<file path="config.mk">
export PLATFORM = sky130hd
export DESIGN_NAME = lmbr_sequencer
export DESIGN_NICKNAME = d
export VERILOG_FILES = /design/src/hw/rtl/lmbr_pkg.sv /design/src/hw/rtl/lmbr_sequencer.sv
export SDC_FILE = /design/constraint.sdc
export NUM_CORES = 1
export LEC_CHECK = 0
export ABC_AREA = 1
export BUFFER_PORTS_ARGS = -buffer_cell sky130_fd_sc_hd__buf_4
export CAP_MARGIN = 15
export CORE_ASPECT_RATIO = 1.4
export CORE_MARGIN = 2
export CORE_UTILIZATION = 55
export DETAILED_ROUTE_END_ITERATION = 8
export PLACE_DENSITY = 0.81
export SYNTH_ARGS = -nofsm -noshare
export SYNTH_HDL_FRONTEND = slang
export SYNTH_SLANG_ARGS = --single-unit
</file>
<file path="constraint.sdc">
create_clock -name i_clk -period 3.1 [get_ports i_clk]
set_input_delay 0.465 -clock i_clk [delete_from_list [all_inputs] [get_ports i_clk]]
set_output_delay 0.465 -clock i_clk [all_outputs]
set_load 0.01 [all_outputs]
</file>
<file path="src/hw/rtl/lmbr_pkg.sv">
// shared constants and types for the led matrix bitplane refresh block
// no dependencies; imported by the interfaces and all rtl modules
`timescale 1ns / 1ps

package lmbr_pkg;

    // fixed field widths of the input and result words
    localparam int OP_W       = 1;
    localparam int PIX_X_W    = 6;
    localparam int PIX_Y_W    = 5;
    localparam int LEVEL_W    = 4;
    localparam int ROW_SEL_W  = 4;
    localparam int RGB_W      = 3;

    // configuration port
    localparam int DELAY_W    = 16;
    localparam int CFG_IDX_W  = 1;
    localparam int CFG_DATA_W = DELAY_W;
    localparam logic [CFG_IDX_W-1:0] CFG_DELAY_UNIT = 1'd0;
    localparam logic [CFG_IDX_W-1:0] CFG_RUN_ENABLE = 1'd1;
    localparam logic [DELAY_W-1:0]   DELAY_RESET    = 16'd200;

    // operation codes
    localparam logic [OP_W-1:0] OP_PIXEL_WRITE = 1'b0;
    localparam logic [OP_W-1:0] OP_TICK        = 1'b1;

    // default geometry
    localparam int DEF_PANEL_WIDTH  = 64;
    localparam int DEF_PANEL_HEIGHT = 32;
    localparam int DEF_COLOR_BITS   = 4;
    localparam int DEF_SCAN_HALVES  = 2;

    // control part of one tick result, produced by the sequencer
    typedef struct packed {
        logic [ROW_SEL_W-1:0] row_select;
        logic                 shift_strobe;
        logic                 latch_strobe;
        logic                 blank_n;
        logic                 frame_done;
    } t_tick_ctrl;

endpackage

</file>
<file path="src/hw/rtl/lmbr_sequencer.sv">
// scan sequencer: row, plane, column and dwell counters of the refresh
// issues the frame store read for shift ticks; depends on lmbr_pkg
`timescale 1ns / 1ps

module lmbr_sequencer import lmbr_pkg::*; #(
    parameter int PANEL_WIDTH  = DEF_PANEL_WIDTH,
    parameter int PANEL_HEIGHT = DEF_PANEL_HEIGHT,
    parameter int COLOR_BITS   = DEF_COLOR_BITS,
    parameter int SCAN_HALVES  = DEF_SCAN_HALVES,
    localparam int ROW_PAIRS   = PANEL_HEIGHT / SCAN_HALVES,
    localparam int RW          = (ROW_PAIRS > 1) ? $clog2(ROW_PAIRS) : 1,
    localparam int CW          = $clog2(PANEL_WIDTH),
    localparam int PW          = (COLOR_BITS > 1) ? $clog2(COLOR_BITS) : 1
) (
    input  logic               i_clk,
    input  logic               i_rst_n,
    input  logic               i_tick,
    input  logic               i_run,
    input  logic [DELAY_W-1:0] i_delay_unit,
    output logic               o_rd_en,
    output logic [RW-1:0]      o_rd_row,
    output logic [CW-1:0]      o_rd_col,
    output t_tick_ctrl         o_ctrl,
    output logic [PW-1:0]      o_plane
);

    localparam int DW = DELAY_W + COLOR_BITS - 1;

    typedef enum logic [1:0] {
        PH_SHIFT = 2'd0,
        PH_LATCH = 2'd1,
        PH_DWELL = 2'd2
    } t_phase;

    t_phase        r_phase, n_phase;
    logic [RW-1:0] r_row, n_row;
    logic [PW-1:0] r_plane, n_plane;
    logic [CW-1:0] r_col, n_col;
    logic [DW-1:0] r_dwell, n_dwell;
    t_tick_ctrl    r_ctrl, n_ctrl;
    logic [PW-1:0] r_out_plane;

    logic [DELAY_W-1:0] unit;
    logic [DW-1:0]      limit;
    logic [DW-1:0]      dwell_inc;
    logic [RW+3:0]      row_ext;
    logic               rd_en;

    always_comb begin
        n_phase   = r_phase;
        n_row     = r_row;
        n_plane   = r_plane;
        n_col     = r_col;
        n_dwell   = r_dwell;
        rd_en     = 1'b0;
        unit      = (i_delay_unit == '0) ? DELAY_W'(1) : i_delay_unit;
        limit     = DW'(unit) << r_plane;
        dwell_inc = r_dwell + DW'(1);
        row_ext   = {4'b0, r_row};

        n_ctrl.row_select   = row_ext[3:0];
        n_ctrl.shift_strobe = 1'b0;
        n_ctrl.latch_strobe = 1'b0;
        n_ctrl.blank_n      = 1'b1;
        n_ctrl.frame_done   = 1'b0;

        if (i_run) begin
            case (r_phase)
                PH_LATCH: begin
                    n_ctrl.latch_strobe = 1'b1;
                    n_phase             = PH_DWELL;
                    n_dwell             = '0;
                end
                PH_DWELL: begin
                    n_ctrl.blank_n = 1'b0;
                    if (dwell_inc >= limit) begin
                        n_dwell = '0;
                        n_phase = PH_SHIFT;
                        if (r_plane == PW'(COLOR_BITS - 1)) begin
                            n_plane = '0;
                            if (r_row == RW'(ROW_PAIRS - 1)) begin
                                n_row             = '0;
                                n_ctrl.frame_done = 1'b1;
                            end else begin
                                n_row = r_row + RW'(1);
                            end
                        end else begin
                            n_plane = r_plane + PW'(1);
                        end
                    end else begin
                        n_dwell = dwell_inc;
                    end
                end
                default: begin
                    // shift phase, and the unused code acts the same
                    n_ctrl.shift_strobe = 1'b1;
                    rd_en               = 1'b1;
                    if (r_col == CW'(PANEL_WIDTH - 1)) begin
                        n_col   = '0;
                        n_phase = PH_LATCH;
                    end else begin
                        n_col   = r_col + CW'(1);
                        n_phase = PH_SHIFT;
                    end
                end
            endcase
        end
    end

    always_ff @(posedge i_clk) begin
        if (!i_rst_n) begin
            r_phase     <= PH_SHIFT;
            r_row       <= '0;
            r_plane     <= '0;
            r_col       <= '0;
            r_dwell     <= '0;
            r_ctrl      <= '0;
            r_out_plane <= '0;
        end else if (i_tick) begin
            r_phase     <= n_phase;
            r_row       <= n_row;
            r_plane     <= n_plane;
            r_col       <= n_col;
            r_dwell     <= n_dwell;
            r_ctrl      <= n_ctrl;
            r_out_plane <= r_plane;
        end
    end

    assign o_rd_en  = i_tick && rd_en;
    assign o_rd_row = r_row;
    assign o_rd_col = r_col;
    assign o_ctrl   = r_ctrl;
    assign o_plane  = r_out_plane;

endmodule

</file>
==> qor.yml <==
pwr:
  seq_power_share: 0.507
  total_power_uw: 1110
  p_sw_frac: 0.240
  power_switching_uw: 266
  ir_drop_mv: 0.249
  power_density_mw_per_mm2: 295
  p_comb_frac: 0.093
  cellLeakagePower_uw: 0.00165
  p_int_uw: 844
  p_clk_frac: 0.400
setup_path:
  rrSetupSlack_ps: 160
  cp.arrival_ps: 3170
  r2r_cells: 18
  critPathRequiredTime_ps: 3320
  cp-end-kind: "register"
  r2r_end: "r_dwell[8]$_SDFFE_PN0P_"
  crit_fanout: 13
  critPathLaunchType: "register"
  crit_type: "register to register"
  crit_start: "r_dwell[1]$_SDFFE_PN0P_"
  r2r-start: "r_dwell[1]$_SDFFE_PN0P_"
global_route:
  antenna_found_initial: 0
  grt_max_degree: 25
  grt_util_all_layers: 0.230
  grt.overflow.total: 0
  grt_pass1_vias: 2806
  grt_pass1_wl_mm: 11.8
die:
  initial_core_util: 0.558
  die_height_um: 94.6
  die_x_um: 68.7
  coreArea_mm2: 0.00578
  die_area_mm2: 0.00650
  io_pins: 41
  core.rowCount: 33
hold_path:
  hold_path.class: "primary input to register"
  min_to: "o_ctrl[6]$_SDFFE_PN0P_"
  hold_depth: 2
  min-delay-start: "i_tick"
synthesis:
  ys_seq_area_frac: 0.267
  syn_area_mm2: 0.00322
  synth_cells: 468
  yosysUniqueCellTypes: 37
  synth.avg_cell_area_um2: 6.89
  yosys_warnings: 0
  syn_nets: 514
  ys_seq_elements: 43
timing:
  timing.hold.ws_ps: 436
  tns_ps: 0
  slew_headroom: 0.625
  max_freq_ghz: 0.340
  worst_slew_pin_slew_ps: 560
  drv_slew: 0
  finalClockSkew_ps: 16.9
  finalSetupViolations: 0
  fin_crit_sh: 0.950
  fin_crit_ps: 2940
  hold_viol_final: 0
layout:
  drive_above_1_share: 0.210
  syn2layout_area_growth_pct: 16.8
  final_nets: 555
  post-route-util: 0.651
  final_common_cell: "nand2_1"
  final_cell_mix: "nand2_1 (110), inv_1 (52), buf_4 (51)"
  fin_area_mm2: 0.00376
  n_antenna_cell: 0
cts:
  cts-root-buf: "clkbuf_8"
  clkTransAtPathRegs_ps: 90
  tritoncts: "yes"
  clock_sinks: 43
  holdBufCountCts: 0
  cts_buffers: 5
  htree_levels: 2
  clk_latency_ps: 300
  clk_path_buf_depth: 2
place:
  dpl-instance-area_mm2: 0.00356
  port-buffer-count: 40
  globalplace.congestion: 0.939
  hpwl_mm: 5.45
route:
  drt_iter0_markers: 156
  drcViolationCount: 0
  drt_pass1_iterations: 6
  final_antenna_net_count: 0
  via_per_inst: 5.36
  wl_per_cell_um: 12.7
  drt_wl_total_mm: 7.37
  via_count: 3110
run:
  cap_viol_max_count: 0
status:
  outcome: "finished clean"
-- power by group through the flow --
| stage | Clock (uW) | Combinational (uW) | Sequential (uW) |
|---|---|---|---|
| after floorplan | 0 | 53.4 | 579 |
| after global placement | 0 | 99.7 | 576 |
| after detailed placement | 0 | 103 | 576 |
| after CTS | 453 | 103 | 563 |
| after global routing | 470 | 117 | 564 |
| final | 444 | 103 | 563 |
-- cell usage after synthesis, drive strengths merged --
cell,instances,area share
dfxtp,43,0.27
clkbuf,11,0.013
a21o,2,0.0047
nand3,41,0.087
nor3b,1,0.0023
nand4,8,0.016
or2,3,0.0058
nand3b,1,0.0023
xnor2,4,0.013
inv,54,0.063
o21a,1,0.0023
a31oi,1,0.0019
nor2,45,0.065
mux2i,6,0.019
a21oi,45,0.082
nor3,10,0.021
clkinv,1,0.0012
buf,7,0.017
ha,26,0.10
xor2,9,0.027
o21ai,36,0.056
nand2,113,0.13
-- through the flow --
step / worst slack, ps / instances
after detailed placement: 32.7 / 566
after global placement: 124 / 566
after floorplan: 439 / 468
final: 155 / 580
after CTS: 67.0 / 576
after global routing: -20.7 / 580
-- worst max-delay path: stages (launching register included) --
cell and delay (ps):
dfxtp_2 380, ha_4 180, nand3_2 110, nor3_2 220, nand2_1 100, inv_1 100, nand2_1 90, xor2_2 170
ha_1 310, nand2_1 90, nor2_1 70, nand2_1 60, nor2_1 50, a21oi_2 210, nand3_4 180, nor2_8 170
buf_12 150, nand3_1 90, a21oi_1 130
-- per-layer routing --
layer / global-route usage / routed length, um / up-vias
li1: - / - / 1606
met5: 0 / 0 / -
met4: 0.0621 / 107 / 0
met2: 0.413 / 3750 / 67
met1: 0.279 / 3260 / 1426
met3: 0.0334 / 258 / 11
-- cell families after synthesis --
kind of cell             Yosys count  synth area share
buffers and inverters             73            0.0943
adder cells (fa/ha/maj)           26             0.101
multiplexers                       6            0.0186
XOR/XNOR                          13            0.0400
AND/OR/NAND/NOR                  222             0.333
AO/OA/AOI/OAI                     85             0.146
flip-flops                        43             0.267
-- registers in the layout, summed over array words and instances, names as in the netlist --
signal,count
r_dwell,19
o_ctrl,8
o_rd_col,6
o_rd_row,4
o_plane,2
r_phase,2
r_plane,2
-- worst max path at each step --
stage,endpoint,slack (ps),depth (start not counted)
final,r_dwell[8]$_SDFFE_PN0P_,160,18
after CTS,r_dwell[10]$_SDFFE_PN0P_,70,18
after floorplan,r_dwell[16]$_SDFFE_PN0P_,440,18
after detailed placement,r_dwell[8]$_SDFFE_PN0P_,30,17
after global routing,r_dwell[8]$_SDFFE_PN0P_,-20,18
after global placement,r_dwell[16]$_SDFFE_PN0P_,120,16
-- layout make-up --
cell class | count | area, um2
clock buffers | 5 | 68.8
clock inverters | 3 | 43.8
fillers | 506 | 2020
inverters | 55 | 206
multi-input cells | 352 | 2090
flip-flops and latches | 43 | 863
well taps | 70 | 87.6
repair buffers | 52 | 403
-- timing repair --
action	in CTS	in global routing
resized for setup	0	7
pin swaps	1	4
buffers inserted	2	4
endpoints found under the setup margin	1	28
(Power assumes the default switching activity.)
